**src/rtl/core/tccw_pkg.sv**
```systemverilog
package tccw_pkg;

   // fixed field widths
   localparam int CMD_W   = 3;
   localparam int CHAR_W  = 8;
   localparam int COL_W   = 7;
   localparam int ROW_W   = 5;
   localparam int SCRL_W  = 8;
   localparam int LINES_W = 6;   // clamped scroll count, up to 32 rows
   localparam int ATTR_W  = 8;
   localparam int CELL_W  = CHAR_W + ATTR_W;

   // geometry defaults
   localparam int DEFAULT_COLUMNS   = 80;
   localparam int DEFAULT_ROWS      = 25;
   localparam int DEFAULT_TAB_WIDTH = 4;

   localparam int QUEUE_DEPTH = 2;

   localparam logic [ATTR_W-1:0] TEXT_ATTR_RESET = 8'h07;

   // command codes
   localparam logic [CMD_W-1:0] CMD_WRITE_CHAR = 3'd0;
   localparam logic [CMD_W-1:0] CMD_CLEAR      = 3'd1;
   localparam logic [CMD_W-1:0] CMD_SET_CURSOR = 3'd2;
   localparam logic [CMD_W-1:0] CMD_SCROLL_UP  = 3'd3;
   localparam logic [CMD_W-1:0] CMD_READ_CELL  = 3'd4;

   // control characters
   localparam logic [CHAR_W-1:0] CHAR_BACKSPACE = 8'h08;
   localparam logic [CHAR_W-1:0] CHAR_TAB       = 8'h09;
   localparam logic [CHAR_W-1:0] CHAR_NEWLINE   = 8'h0A;
   localparam logic [CHAR_W-1:0] CHAR_CR        = 8'h0D;
   localparam logic [CHAR_W-1:0] CHAR_SPACE     = 8'h20;
   localparam logic [CHAR_W-1:0] CHAR_LAST_PRINT = 8'h7F;

   // csr register indexes
   localparam logic REG_TEXT_ATTR = 1'b0;

   typedef enum logic [3:0] {
      OP_NOP,
      OP_PUT,
      OP_NEWLINE,
      OP_CR,
      OP_TAB,
      OP_BACKSPACE,
      OP_CLEAR,
      OP_SET_CURSOR,
      OP_SCROLL,
      OP_READ
   } op_type;

   typedef struct packed {
      op_type              op;
      logic [CHAR_W-1:0]   char_code;
      logic [COL_W-1:0]    column;
      logic [ROW_W-1:0]    row;
      logic [LINES_W-1:0]  lines;
      logic                bad;
   } entry_type;

   typedef struct packed {
      logic                status;
      logic [COL_W-1:0]    cursor_column;
      logic [ROW_W-1:0]    cursor_row;
      logic [CHAR_W-1:0]   cell_char;
      logic [ATTR_W-1:0]   cell_attribute;
   } result_type;

   typedef enum logic [2:0] {
      B_IDLE,
      B_TAB,
      B_READ,
      B_COPY_RD,
      B_COPY_WR,
      B_FILL
   } back_state_type;

endpackage

```
**src/rtl/core/tccw_front.sv**
```systemverilog
module tccw_front #(
   parameter int COLUMNS = tccw_pkg::DEFAULT_COLUMNS,
   parameter int ROWS    = tccw_pkg::DEFAULT_ROWS
) (
   input  logic                     req_tvalid,
   output logic                     req_tready,
   input  logic [31:0]              req_tdata,
   input  logic [tccw_pkg::CMD_W-1:0] req_tuser,
   output logic                     push_valid,
   input  logic                     push_ready,
   output tccw_pkg::entry_type      push_entry
);

   logic [tccw_pkg::CHAR_W-1:0] char_code;
   logic [tccw_pkg::COL_W-1:0]  column;
   logic [tccw_pkg::ROW_W-1:0]  row;
   logic [tccw_pkg::SCRL_W-1:0] scroll_count;
   logic [tccw_pkg::LINES_W-1:0] lines_clamped;
   logic                        bad_coord;
   tccw_pkg::op_type            op;

   assign char_code    = req_tdata[7:0];
   assign column       = req_tdata[14:8];
   assign row          = req_tdata[19:15];
   assign scroll_count = req_tdata[27:20];

   assign bad_coord = ({1'b0, column} >= 8'(COLUMNS)) || ({1'b0, row} >= 6'(ROWS));
   assign lines_clamped = (scroll_count > 8'(ROWS)) ? tccw_pkg::LINES_W'(ROWS)
                                                    : scroll_count[tccw_pkg::LINES_W-1:0];

   always_comb begin
      op = tccw_pkg::OP_NOP;
      unique case (req_tuser)
         tccw_pkg::CMD_WRITE_CHAR: begin
            case (char_code) inside
               tccw_pkg::CHAR_NEWLINE:   op = tccw_pkg::OP_NEWLINE;
               tccw_pkg::CHAR_CR:        op = tccw_pkg::OP_CR;
               tccw_pkg::CHAR_TAB:       op = tccw_pkg::OP_TAB;
               tccw_pkg::CHAR_BACKSPACE: op = tccw_pkg::OP_BACKSPACE;
               [tccw_pkg::CHAR_SPACE:tccw_pkg::CHAR_LAST_PRINT]: op = tccw_pkg::OP_PUT;
               default:                  op = tccw_pkg::OP_NOP;
            endcase
         end
         tccw_pkg::CMD_CLEAR:      op = tccw_pkg::OP_CLEAR;
         tccw_pkg::CMD_SET_CURSOR: op = tccw_pkg::OP_SET_CURSOR;
         tccw_pkg::CMD_SCROLL_UP: begin
            op = (scroll_count == '0) ? tccw_pkg::OP_NOP : tccw_pkg::OP_SCROLL;
         end
         tccw_pkg::CMD_READ_CELL:  op = tccw_pkg::OP_READ;
         default:                  op = tccw_pkg::OP_NOP;
      endcase
   end

   assign push_entry.op        = op;
   assign push_entry.char_code = char_code;
   assign push_entry.column    = column;
   assign push_entry.row       = row;
   assign push_entry.lines     = lines_clamped;
   assign push_entry.bad       = bad_coord;

   assign push_valid = req_tvalid;
   assign req_tready = push_ready;

endmodule

```
**config.mk**
```make
export PLATFORM = sky130hd
export DESIGN_NAME = tccw_front
export DESIGN_NICKNAME = d
export VERILOG_FILES = /design/src/rtl/core/tccw_pkg.sv /design/src/rtl/core/tccw_front.sv
export SDC_FILE = /design/constraint.sdc
export NUM_CORES = 1
export LEC_CHECK = 0
export BUFFER_PORTS_ARGS = -buffer_cell sky130_fd_sc_hd__buf_2
export CORE_MARGIN = 5
export CORE_UTILIZATION = 29
export DETAILED_ROUTE_END_ITERATION = 10
export PLACE_DENSITY = 0.95
export SLEW_MARGIN = 20
export SYNTH_ARGS = -nofsm -noshare
export SYNTH_HDL_FRONTEND = slang
export SYNTH_SLANG_ARGS = --single-unit
```
**constraint.sdc**
```tcl
create_clock -name vclk -period 1
set_input_delay 0.15 -clock vclk [all_inputs]
set_output_delay 0.15 -clock vclk [all_outputs]
set_load 0.05 [all_outputs]
```
==> results by group <==
Power and ir drop
  – Peak VDD IR: 0.247 mV
  – Leakage power: roughly 0.00036 uW
  – Power density over the cells: ~650 nW/um^2

STA
  – Time the worst path needs with I/O delays and setup: 1210 ps
  – Top achievable clock speed: 0.827 GHz
  – WHS: roughly 300 ps
  – Worst path setup slack after routing: -209 ps
  – Number of max-slew violations in the final report: 0
  – Unrepaired setup endpoints after global routing: yes
  – Final worst-path cycle share: 121%
  – Total of endpoints with negative setup slack in the final report: 7
  – Final Hold Vio Count: 0

Detailed routing
  – Number of iterations in the first detailed-routing pass: 1
  – Average wire per standard cell: around 12 um
  – Remaining antenna violation count after routing: 0
  – DRT iter0 DRCs: 0
  – Drc violations: 0
  – Vias per cell: between 4 and 5
  – Number of vias after detailed routing: a little over 500
  – Final routed wirelength across all metal layers: 1340 um

Yosys
  – Cell types occupying the most area after synthesis: sky130_fd_sc_hd__buf_4 44%, sky130_fd_sc_hd__nor3_4 7.9%, sky130_fd_sc_hd__nand2b_1 4.5%
  – Share of the synthesized area in the top cell type: a little over two fifths
  – Yosys Warn Count: 0
  – Post-synth cell types: 22
  – List of most frequent post-synthesis cells: 24 x sky130_fd_sc_hd__buf_4, 5 x sky130_fd_sc_hd__nor2_1, 3 x sky130_fd_sc_hd__nand2_1, 3 x sky130_fd_sc_hd__nand2b_1
  – Sequential-to-total area share from yosys stat: 0%
  – Mean cell area of the mapped netlist: approximately 7 sq um
  – Most frequent cell after synthesis: sky130_fd_sc_hd__buf_4
  – Cell Area, Synth: 414 sq um
  – Leading area contributor after synthesis: sky130_fd_sc_hd__buf_4
  – Cell count after synthesis: 58
  – Synthesized Nets: 95

Worst setup path
  – Crit path max fanout: 3
  – Critical path data arrival time: about 1100 ps
  – Endpoint required time on the critical path: 850 ps
  – CP Class: in -> out
  – Crit. End Element: output pin
  – Type of origin of the critical path: input port

Cells and area
  – Synthesis-to-finish area growth: 74.0%
  – Fill cell total of the finished layout: between 100 and 150
  – Seq_cells: 0
  – Final std cells w/o fill: approximately 110
  – Clock buffers: 0
  – Ant. Diodes: 0
  – Share of cells above drive strength 1: 77.4%
  – Storage cell area: 0 sq um
  – Nets: around 130

Place
  – Number of input and output port buffers inserted: between 50 and 60
  – DPL Wire Length: between 1000 and 1500 um
  – Final estimated routing congestion in global placement: ~0.63
  – Placed cell count: 106
  – Pre-CTS setup slack: -343 ps

Floorplan
  – Chip Height: 47.8 um
  – Initial standard-cell utilization of the core: a little over 30%
  – Die footprint: 2280 sq um
  – Io pins: 70
  – Core region area: 1330 sq um
  – Core Rows: 13
  – Horizontal die dimension: 47.8 um

Status
  – Status: finished, violations left
  – Violations in the final reports: setup timing

Global routing
  – Total routing usage reported by global routing: roughly 10%
  – Pin count of the biggest net entering global routing: 7
  – Number of antenna violations at the first check in global routing: 0
  – Via count of the first global-routing pass: between 400 and 500
  – Grt total ovfl: 0
  – First-pass GRT wire length: roughly 1700 um

Worst hold path
  – Hold/Removal Path Class: in -> out
  – Worst min-delay path endpoint: push_entry[12]
  – Worst min-delay path startpoint: req_tdata[8]
  – Cell depth of the worst min-delay path: 0

Flow run
  – Number of maximum-capacitance violations: 0
-- per-stage QoR --
step	util (%)	instance area (sq um)	power (uW)	TNS [ps]
after floorplan	-	458	387	-473
after detailed placement	44.4	592	418	-1500
after CTS	51.6	688	461	-887
after global routing	54.0	721	494	-1220
after global placement	44.4	592	412	-1260
final	54.0	721	470	-895
-- final cells by class --
type,instances,area (sq um),area share [%]
well taps,15,18.8,2.60
multi-input cells,33,304,42.2
inverters,1,3.75,0.521
repair buffers,59,394,54.7
-- worst max-delay path: stages --
cell	delay [ps]
sky130_fd_sc_hd__buf_6	90
sky130_fd_sc_hd__and2b_1	200
sky130_fd_sc_hd__nand4b_1	160
sky130_fd_sc_hd__a221oi_4	260
sky130_fd_sc_hd__buf_6	190
-- worst max-delay path by stage --
stage / to / depth (start not counted) / start / slack (ps)
after floorplan: push_entry[27] / 3 / req_tdata[4] / -200
after global placement: push_entry[27] / 5 / req_tdata[4] / -320
after detailed placement: push_entry[27] / 5 / req_tdata[4] / -340
after CTS: push_entry[27] / 5 / req_tdata[6] / -230
after global routing: push_entry[27] / 5 / req_tdata[6] / -280
final: push_entry[27] / 5 / req_tdata[6] / -210
-- report_power, final --
| group | total [uW] | internal (uW) | switching, uW |
|---|---|---|---|
| combinational | 470 | 163 | 308 |
| clock | 0 | 0 | 0 |
| sequential | 0 | 0 | 0 |
-- kinds of logic after synthesis --
logic type	synth area share (%)
and+or+nand+nor	35.0
other	0.905
AOI/OAI and AO/OA	17.5
xor gates and xnor gates	2.12
buffers and inverters	44.4
-- metal layers --
| metal | wire (um) | global-route usage (%) | up-vias |
|---|---|---|---|
| li1 | - | - | 246 |
| met2 | 664 | 22.4 | 48 |
| met4 | 0 | 0.538 | 0 |
| met3 | 283 | 3.38 | 0 |
| met5 | 0 | 0 | - |
| met1 | 390 | 9.05 | 220 |
-- layout by cell type (no fill, tap or decap), drive strengths merged --
master / instances
a21oi: 2
a221oi: 1
a22o: 1
and2b: 1
and3: 2
and3b: 1
buf: 59
conb: 1
inv: 1
nand2: 3
nand2b: 3
nand3: 1
nand4b: 2
nor2: 5
nor3: 3
nor3b: 1
o211ai: 2
o21ai: 1
o21ba: 1
o311ai: 1
xnor2: 1
-- repair_timing --
| item | 4_1_cts | 5_1_grt |
|---|---|---|
| pin swaps | 8 | 4 |
| setup buffers | 1 | 1 |
| gates resized for setup | 25 | 5 |
| hold buffers | 0 | 0 |
| gates cloned | 0 | 0 |
| endpoints found under the setup margin | 8 | 7 |
(Power assumes the default switching activity.)
