File: src/rtl/core/tccw_pkg.sv
package tccw_pkg;

   // fixed field widths
   localparam int CMD_W   = 3;
   localparam int CHAR_W  = 8;
   localparam int COL_W   = 7;
   localparam int ROW_W   = 5;
   localparam int SCRL_W  = 8;
   localparam int LINES_W = 6;   // clamped scroll count, up to 32 rows
   localparam int ATTR_W  = 8;
   localparam int CELL_W  = CHAR_W + ATTR_W;

   // geometry defaults
   localparam int DEFAULT_COLUMNS   = 80;
   localparam int DEFAULT_ROWS      = 25;
   localparam int DEFAULT_TAB_WIDTH = 4;

   localparam int QUEUE_DEPTH = 2;

   localparam logic [ATTR_W-1:0] TEXT_ATTR_RESET = 8'h07;

   // command codes
   localparam logic [CMD_W-1:0] CMD_WRITE_CHAR = 3'd0;
   localparam logic [CMD_W-1:0] CMD_CLEAR      = 3'd1;
   localparam logic [CMD_W-1:0] CMD_SET_CURSOR = 3'd2;
   localparam logic [CMD_W-1:0] CMD_SCROLL_UP  = 3'd3;
   localparam logic [CMD_W-1:0] CMD_READ_CELL  = 3'd4;

   // control characters
   localparam logic [CHAR_W-1:0] CHAR_BACKSPACE = 8'h08;
   localparam logic [CHAR_W-1:0] CHAR_TAB       = 8'h09;
   localparam logic [CHAR_W-1:0] CHAR_NEWLINE   = 8'h0A;
   localparam logic [CHAR_W-1:0] CHAR_CR        = 8'h0D;
   localparam logic [CHAR_W-1:0] CHAR_SPACE     = 8'h20;
   localparam logic [CHAR_W-1:0] CHAR_LAST_PRINT = 8'h7F;

   // csr register indexes
   localparam logic REG_TEXT_ATTR = 1'b0;

   typedef enum logic [3:0] {
      OP_NOP,
      OP_PUT,
      OP_NEWLINE,
      OP_CR,
      OP_TAB,
      OP_BACKSPACE,
      OP_CLEAR,
      OP_SET_CURSOR,
      OP_SCROLL,
      OP_READ
   } op_type;

   typedef struct packed {
      op_type              op;
      logic [CHAR_W-1:0]   char_code;
      logic [COL_W-1:0]    column;
      logic [ROW_W-1:0]    row;
      logic [LINES_W-1:0]  lines;
      logic                bad;
   } entry_type;

   typedef struct packed {
      logic                status;
      logic [COL_W-1:0]    cursor_column;
      logic [ROW_W-1:0]    cursor_row;
      logic [CHAR_W-1:0]   cell_char;
      logic [ATTR_W-1:0]   cell_attribute;
   } result_type;

   typedef enum logic [2:0] {
      B_IDLE,
      B_TAB,
      B_READ,
      B_COPY_RD,
      B_COPY_WR,
      B_FILL
   } back_state_type;

endpackage

File: src/rtl/core/tccw_queue.sv
module tccw_queue (
   input  logic                clock,
   input  logic                reset,
   input  logic                push_valid,
   output logic                push_ready,
   input  tccw_pkg::entry_type push_entry,
   output logic                head_valid,
   input  logic                pop,
   output tccw_pkg::entry_type head_entry
);

   localparam int DEPTH = tccw_pkg::QUEUE_DEPTH;
   localparam int PTR_W = (DEPTH > 1) ? $clog2(DEPTH) : 1;
   localparam int CNT_W = $clog2(DEPTH + 1);

   tccw_pkg::entry_type entry_ff [DEPTH];
   logic [PTR_W-1:0] wr_ptr_ff, wr_ptr_in;
   logic [PTR_W-1:0] rd_ptr_ff, rd_ptr_in;
   logic [CNT_W-1:0] count_ff, count_in;
   logic             do_push, do_pop;

   assign push_ready = (count_ff != CNT_W'(DEPTH));
   assign head_valid = (count_ff != '0);
   assign head_entry = entry_ff[rd_ptr_ff];

   assign do_push = push_valid && push_ready;
   assign do_pop  = pop && head_valid;

   always_comb begin
      wr_ptr_in = wr_ptr_ff;
      rd_ptr_in = rd_ptr_ff;
      count_in  = count_ff;
      if (do_push) begin
         wr_ptr_in = (wr_ptr_ff == PTR_W'(DEPTH - 1)) ? '0 : wr_ptr_ff + 1'b1;
      end
      if (do_pop) begin
         rd_ptr_in = (rd_ptr_ff == PTR_W'(DEPTH - 1)) ? '0 : rd_ptr_ff + 1'b1;
      end
      if (do_push && !do_pop) begin
         count_in = count_ff + 1'b1;
      end else if (do_pop && !do_push) begin
         count_in = count_ff - 1'b1;
      end
   end

   always_ff @(posedge clock) begin
      if (reset) begin
         wr_ptr_ff <= '0;
         rd_ptr_ff <= '0;
         count_ff  <= '0;
      end else begin
         wr_ptr_ff <= wr_ptr_in;
         rd_ptr_ff <= rd_ptr_in;
         count_ff  <= count_in;
      end
   end

   always_ff @(posedge clock) begin
      if (do_push) begin
         entry_ff[wr_ptr_ff] <= push_entry;
      end
   end

endmodule

File: config.mk
export PLATFORM = sky130hd
export DESIGN_NAME = tccw_queue
export DESIGN_NICKNAME = d
export VERILOG_FILES = /design/src/rtl/core/tccw_pkg.sv /design/src/rtl/core/tccw_queue.sv
export SDC_FILE = /design/constraint.sdc
export NUM_CORES = 1
export LEC_CHECK = 0
export ABC_AREA = 0
export BUFFER_PORTS_ARGS = -buffer_cell sky130_fd_sc_hd__clkbuf_2
export CELL_PAD_IN_SITES_DETAIL_PLACEMENT = 1
export CELL_PAD_IN_SITES_GLOBAL_PLACEMENT = 2
export CORE_ASPECT_RATIO = 1.1
export CORE_MARGIN = 2
export CORE_UTILIZATION = 33
export CTS_CLUSTER_DIAMETER = 60
export CTS_CLUSTER_SIZE = 28
export DETAILED_ROUTE_END_ITERATION = 16
export GPL_TIMING_DRIVEN = 0
export PLACE_DENSITY_LB_ADDON = 0.1
export SYNTH_ARGS = -nofsm -noshare
export SYNTH_HDL_FRONTEND = slang
export SYNTH_SLANG_ARGS = --single-unit
File: constraint.sdc
create_clock -name clock -period 1.65 [get_ports clock]
set_input_delay 0.165 -clock clock [delete_from_list [all_inputs] [get_ports clock]]
set_output_delay 0.165 -clock clock [all_outputs]
set_load 0.005 [all_outputs]
==> metrics.md, run 1 <==
| Metric | Value |
|---|---|
| H-tree depth | `3` |
| Die Area | `8126 um^2` |
| Gr ovfl total | `0` |
| Worst clock skew | `6.005 ps` |
| Clk sinks | `67` |
| Sequential element share of the synthesized area | `80.12%` |
| Mux share of post-synthesis cell area | `14.26%` |
| Most common cell in the netlist | `edfxtp_1` |
| Total GRT Usage | `12.30%` |
| Top cell type's share of synthesized area | `76.03%` |
| Mapped cell area | `2449 um^2` |
| IO Port Bufs | `67` |
| Synth top cells by count | `edfxtp_1 (62), mux2_2 (31), dfxtp_1 (5)` |
| Post-synth ARST share | `0%` |
| PD cells | `1475 nW/um^2` |
| Synthesized area per cell | `20.40 um^2` |
| Worst Setup Start Kind | `flip-flop` |
| Die height | `94.35 um` |
| Core area | `7087 um^2` |
| Layout cell share with drive strength beyond 1 | `61.35%` |
| Area Growth Syn to Fin | `28.82%` |
| Slowest CP cell | `dfxtp_1` |
| Synth Area in Adders | `0.5110%` |
| FMAX | `628.9 MHz` |
| Critical Path Sink Type | `output port` |
| Clk slew on worst S/H paths | `70 ps` |
| # DRC | `0` |
| Total of max-cap violations | `0` |
| Total CTS buffers | `9` |
| Chip width | `86.13 um` |
| Clock latency at the later pin of the worst-skew pair | `330 ps` |
| Crit path largest cell delay | `400 ps` |
| Xor-xnor portion of the synthesized cell area | `1.073%` |
| Status | `finished, final reports clean` |
| HP Class | `input pin to flip-flop` |
| Post-route insts no fill | `292` |
| Final nets | `238` |
| Crit path time final | `1590 ps` |
| Final Hold Vio Count | `0` |
| Synth area leaders | `edfxtp_1 (76%), mux2_2 (14%), dfxtp_1 (4.1%), xor2_1 (1.1%), buf_2 (0.61%)` |
| Req. time, crit path | `1480 ps` |
| Register bit total from synthesis | `67` |
| Vias | `1,324` |
| Core Util, Final | `44.51%` |
| Final WL | `4525 um` |
| Syn_nets | `156` |
| TritonCTS clock tree | `yes` |
| Most used DFF post-synth | `edfxtp_1` |
| CP Data Arrival Time | `1430 ps` |
| Max Transition Viols Final | `0` |
| Post-route setup TNS | `0 ps` |
| Tot Pwr | `4.653 mW` |
| Avg WL per Cell | `15.50 um` |
| Final setup viols | `0` |
| Vias in the first global route | `1,429` |
| RD Place Congestion | `0.6652` |
| Root Buffer | `clkbuf_8` |
| Synth warn | `0` |
| IO Count | `68` |
| Routed Antenna Nets | `0` |
| Hold Slack | `16.91 ps` |
| Vias/cell | `4.534` |
| Crit Path Category | `flip-flop to output port` |
| P_leak | `1.197 nW` |
| Synth area leader | `edfxtp_1` |
| DP HPWL | `3013 um` |
| Initial DRC Count | `69` |
| Ratio of final minimum period to clock period | `96.37%` |
| Cells after DPL | `272` |
| Post-synth EDFFs | `62` |
| Simple logic cell fraction of the synthesized area | `2.044%` |
| Rows | `32` |
| Largest net degree at the start of global routing | `32` |
| Gate Count Post-Synth | `120` |
| RSZ-0062 raised after global routing | `no` |
| Initial Util | `34.55%` |
| Hold buffer count at cts | `0` |
| ANT cells | `0` |
| Critical path fanouts, max | `10` |
| Max VDD drop | `587.5 uV` |
| Tightest Pin Transition | `469.4 ps` |
| Cell Chain, Critical Path | `buf_4 -> mux2_2 -> clkbuf_2` |
| Clk buf depth | `2` |
| First-pass GRT wire length | `7182 um` |
| Initial antenna violation count | `0` |
| Number of distinct library cells after synthesis | `17` |
| Pre-antenna DRT Iters | `2` |
| Post-synthesis compound-gate area fraction | `1.226%` |
| Largest family of logic cells by synthesized area | `multiplexers` |
| Rel. slew slack | `68.70%` |
## critical path: cells and delay by family (launching register included)
kind	cells	cell delay [ps]
flops	1	400
buf+inv	2	330
mux	1	360
## sequential cells by signal (all words and copies together) (netlist names), named ones only
name,flops
rd_ptr_ff,1
entry_ff,62
count_ff,2
wr_ptr_ff,1
## kinds of logic after synthesis
| family | count (synthesis) |
|---|---|
| xor+xnor | 3 |
| compound gates | 5 |
| buf+inv | 4 |
| flops | 67 |
| simple gates | 9 |
| mux | 31 |
| fa+ha+maj | 1 |
## cells in the final DEF, fill, tap and decap left out, types with 2 or more instances in the layout
cell        instances
clkbuf_8            9
clkinvlp_4          4
nor2_1              3
clkbuf_2           67
dfxtp_2             2
a21oi_1             2
clkinv_2            2
edfxtp_1           62
mux2_2             31
xor2_1              3
dfxtp_1             3
buf_4               4
## report_power, final
part | total, mW | switching (mW) | internal, mW | leakage, nW
sequential | 2.22 | 0.0864 | 2.13 | 0.621
clock | 1.29 | 0.596 | 0.691 | 0.0931
combinational | 1.15 | 0.535 | 0.614 | 0.483
## path summary, 6_finish.rpt
path	start	to	slack, ps	cells after the start
max	flip-flop	head_entry[13]	60	3
min	push_entry[3]	entry_ff[0][3]	20	1
max reg2reg	count_ff[0]	count_ff[1]	80	5
min reg2reg	rd_ptr_ff	rd_ptr_ff	520	2
## metrics by stage
step	setup slack [ps]	area (um^2)
6_report	59.97	3154
4_1_cts	32.37	3148
3_5_place_dp	-241.8	2895
5_1_grt	3.540	3154
2_1_floorplan	110.2	2454
3_3_place_gp	-168.5	2895
## what timing repair did
item                       4_1_cts  5_1_grt
setup endpoints to repair       86        2
pin swaps                        0        0
buffers inserted                 3        0
cloned                           1        0
resized for setup                6        4
## metal layers
layer	routed length, um	track usage [%]	vias up	share of wire, %
li1	-	-	627	-
met1	1803	14.07	639	40
met2	2368	20.54	47	52
met3	249	3.497	11	5.5
met4	104	7.143	0	2.3
met5	0	0	-	0
## final cells by class
cell class,count,area [um^2]
multi-input cells,49,480.5
clock buffers,9,123.9
plain buffers,3,26.28
fillers,730,3933
well taps,85,106.4
repair inverters,1,7.507
flip-flops and latches,67,1964
inverters,1,7.507
clock inverters,7,67.56
repair buffers,70,370.4
No activity file was read; power rests on OpenSTA's default activity.
==> run 2, diff against run 1 <==
--- a/config.mk
+++ b/config.mk
@@ -10,7 +10,6 @@
 export CELL_PAD_IN_SITES_DETAIL_PLACEMENT = 1
 export CELL_PAD_IN_SITES_GLOBAL_PLACEMENT = 2
 export CORE_ASPECT_RATIO = 1.1
-export CORE_MARGIN = 2
 export CORE_UTILIZATION = 33
 export CTS_CLUSTER_DIAMETER = 60
 export CTS_CLUSTER_SIZE = 28
==> run 2 against run 1 <==
Utilization is 1.0 points higher; total power is 3.7% higher; highest routed layer unchanged; first-iteration DRC count is 30% lower; setup slack better by 12 ps; the run now ends with design-rule violations left; sequential power hardly changed; clock power is 13% higher; register-to-register slack hardly changed; flip-flop and latch count stayed put; final area is 2.3% higher; combinational power hardly changed.
==> metrics.md, run 2 (synthesis gave the netlist of run 1 again) <==
| Metric | Value |
|---|---|
| Die Area | `7769 um^2 (-4.4%)` |
| Design area | `3227 um^2 (+2.3%)` |
| Worst R2R Start | `count_ff[0]` |
| Max VDD drop | `579.8 uV (-1.3%)` |
| Total GRT Usage | `12.96% (+0.67 points)` |
| PD cells | `1496 nW/um^2 (+1.4%)` |
| HP Class | `input pin to flip-flop` |
| Critical Path Sink Type | `output port` |
| Hold EP | `entry_ff[1][3]` |
| FF+latch area | `1964 um^2 (unchanged)` |
| Critical path fanouts, max | `10 (unchanged)` |
| ANT cells | `0 (unchanged)` |
| FMAX | `633.6 MHz (+0.74%)` |
| IO Count | `68 (unchanged)` |
| Clock latency at the later pin of the worst-skew pair | `330 ps (about the same)` |
| Total CTS buffers | `9 (unchanged)` |
| Initial Util | `34.55% (unchanged)` |
| Hold Slack | `23.06 ps (+6.145 ps)` |
| Initial antenna violation count | `0 (unchanged)` |
| Die height | `92.35 um (-2.1%)` |
| Worst hold start | `push_entry[3]` |
| Chip width | `84.13 um (-2.3%)` |
| Final WL | `4546 um (+0.46%)` |
| Worst clock skew | `7.012 ps (+1.007 ps)` |
| IO Port Bufs | `67 (unchanged)` |
| Dpl cell area | `2895 um^2 (unchanged)` |
| Rel. slew slack | `69.84% (+1.1 points)` |
| Vias/cell | `4.505 (-0.64%)` |
| # DRC | `7 (+7)` |
| Worst R2R End | `count_ff[1]` |
| Clk sinks | `67 (unchanged)` |
| Status | `finished with violations` |
| Tightest Pin Transition | `452.4 ps (-17.01 ps)` |
| Commonest non-fill, non-tap cell in the layout | `clkbuf_2` |
| Cell Chain, Critical Path | `buf_4 -> mux2_2 -> clkbuf_2` |
| RSZ-0062 raised after global routing | `yes` |
| Largest registers | `entry_ff (62), count_ff (2)` |
| Initial DRC Count | `48 (-30%)` |
| Area Growth Syn to Fin | `31.78%` |
| Avg WL per Cell | `15.31 um (-1.2%)` |
| Ratio of final minimum period to clock period | `95.66% (-0.71 points)` |
| H-tree depth | `3 (unchanged)` |
| Vias in the first global route | `1,508 (+5.5%)` |
| First-pass GRT wire length | `7300 um (+1.6%)` |
| Hold Path Depth | `1 (unchanged)` |
| Flip-flop count of the largest register after layout | `62 (unchanged)` |
| Gr ovfl total | `0 (unchanged)` |
| Max Transition Viols Final | `0 (unchanged)` |
| P_leak | `1.231 nW (+2.8%)` |
| Final Hold Vio Count | `0 (unchanged)` |
| Final setup viols | `0 (unchanged)` |
| DP HPWL | `3010 um (about the same)` |
| Final nets | `243 (+2.1%)` |
| Pre-antenna DRT Iters | `9 (+7)` |
| Req. time, crit path | `1480 ps (about the same)` |
| Clk buf depth | `2 (unchanged)` |
| Failing checks | `design-rule violations` |
| RD Place Congestion | `0.6373 (-4.2%)` |
| Crit path largest cell delay | `390 ps (about the same)` |
| Worst R2R Setup Slack | `70 ps (about the same)` |
| Core area | `7087 um^2 (unchanged)` |
| Vias | `1,338 (+1.1%)` |
| Worst R2R Path Depth | `5 (unchanged)` |
| Clk slew on worst S/H paths | `70 ps (about the same)` |
| Rows | `32 (unchanged)` |
| CP Data Arrival Time | `1410 ps (-20 ps)` |
| Routed Antenna Nets | `0 (unchanged)` |
| Largest net degree at the start of global routing | `32 (unchanged)` |
| Most frequent cells in the layout | `clkbuf_2 (67), edfxtp_1 (62), mux2_2 (31)` |
| Slowest CP cell | `dfxtp_1` |
| Layout cell share with drive strength beyond 1 | `59.91% (-1.4 points)` |
| Area of the multi-input gates | `480.5 um^2 (unchanged)` |
| Crit Path Category | `flip-flop to output port` |
| Fillers | `727 (-0.41%)` |
| Total of max-cap violations | `0 (unchanged)` |
| Crit path time final | `1578 ps (-11.66 ps)` |
| Root Buffer | `clkbuf_8` |
| Biggest register | `entry_ff` |
| Worst Setup Start Kind | `flip-flop` |
| TritonCTS clock tree | `yes` |
run 2: layout make-up:
| type | count | area share, % |
|---|---|---|
| plain buffers | 3 | 0.6979 |
| clock buffers | 10 | 3.955 |
| clock inverters | 6 | 2.792 |
| inverters | 1 | 0.2326 |
| multi-input cells | 49 | 14.89 |
| flip-flops and latches | 67 | 60.88 |
| well taps | 85 | 3.296 |
| repair buffers | 75 | 13.03 |
| repair inverters | 1 | 0.2326 |
run 2: worst max-delay path by stage:
stage,from,end,slack (ps)
floorplan,count_ff[0],count_ff[1],110
global route,flip-flop,head_entry[6],-30
global placement,count_ff[0],entry_ff[0][0],-190
finish,flip-flop,head_entry[6],70
detailed placement,count_ff[0],entry_ff[0][0],-260
CTS,count_ff[1],count_ff[1],20
run 2: worst max-delay path, delay by kind of cell, from the launching register on:
kind	cells	cell delay [ps]
buf+inv	2	330
flops	1	390
mux	1	360
run 2: through the flow:
stage / TNS, ps / cells / setup WS [ps] / total power [mW] / util (%)
after floorplan: 0 / 120 / 110.2 / 2.866 / -
after global placement: -7623 / 272 / -185.8 / 3.288 / 40.85
after detailed placement: -11420 / 272 / -257.5 / 3.335 / 40.85
after CTS: 0 / 294 / 19.11 / 4.883 / 44.93
after global routing: -358.1 / 297 / -27.02 / 5.102 / 45.53
final: 0 / 297 / 71.63 / 4.827 / 45.53
run 2: what timing repair did:
item / in CTS / in global routing
setup endpoints to repair: 93 / 41
resized for setup: 6 / 3
gates cloned: 1 / 0
hold buffers: 3 / 2
pin swaps: 0 / 0
endpoints found under the hold margin: 6 / 4
buffers inserted: 2 / 1
run 2: where the power goes:
group | total (mW) | switching [mW] | internal (mW) | leakage, nW
Combinational | 1.15 | 0.531 | 0.616 | 0.503
Sequential | 2.22 | 0.0896 | 2.13 | 0.621
Clock | 1.46 | 0.606 | 0.853 | 0.106
run 2: routing by layer:
metal	up-vias	wire [um]	GRT usage, %	share of wire [%]
li1	640	-	-	-
met1	649	1820	13.44	40
met2	41	2373	22.75	52
met3	8	274	5.169	6.0
met4	0	78	6.466	1.7
met5	-	0	0	0
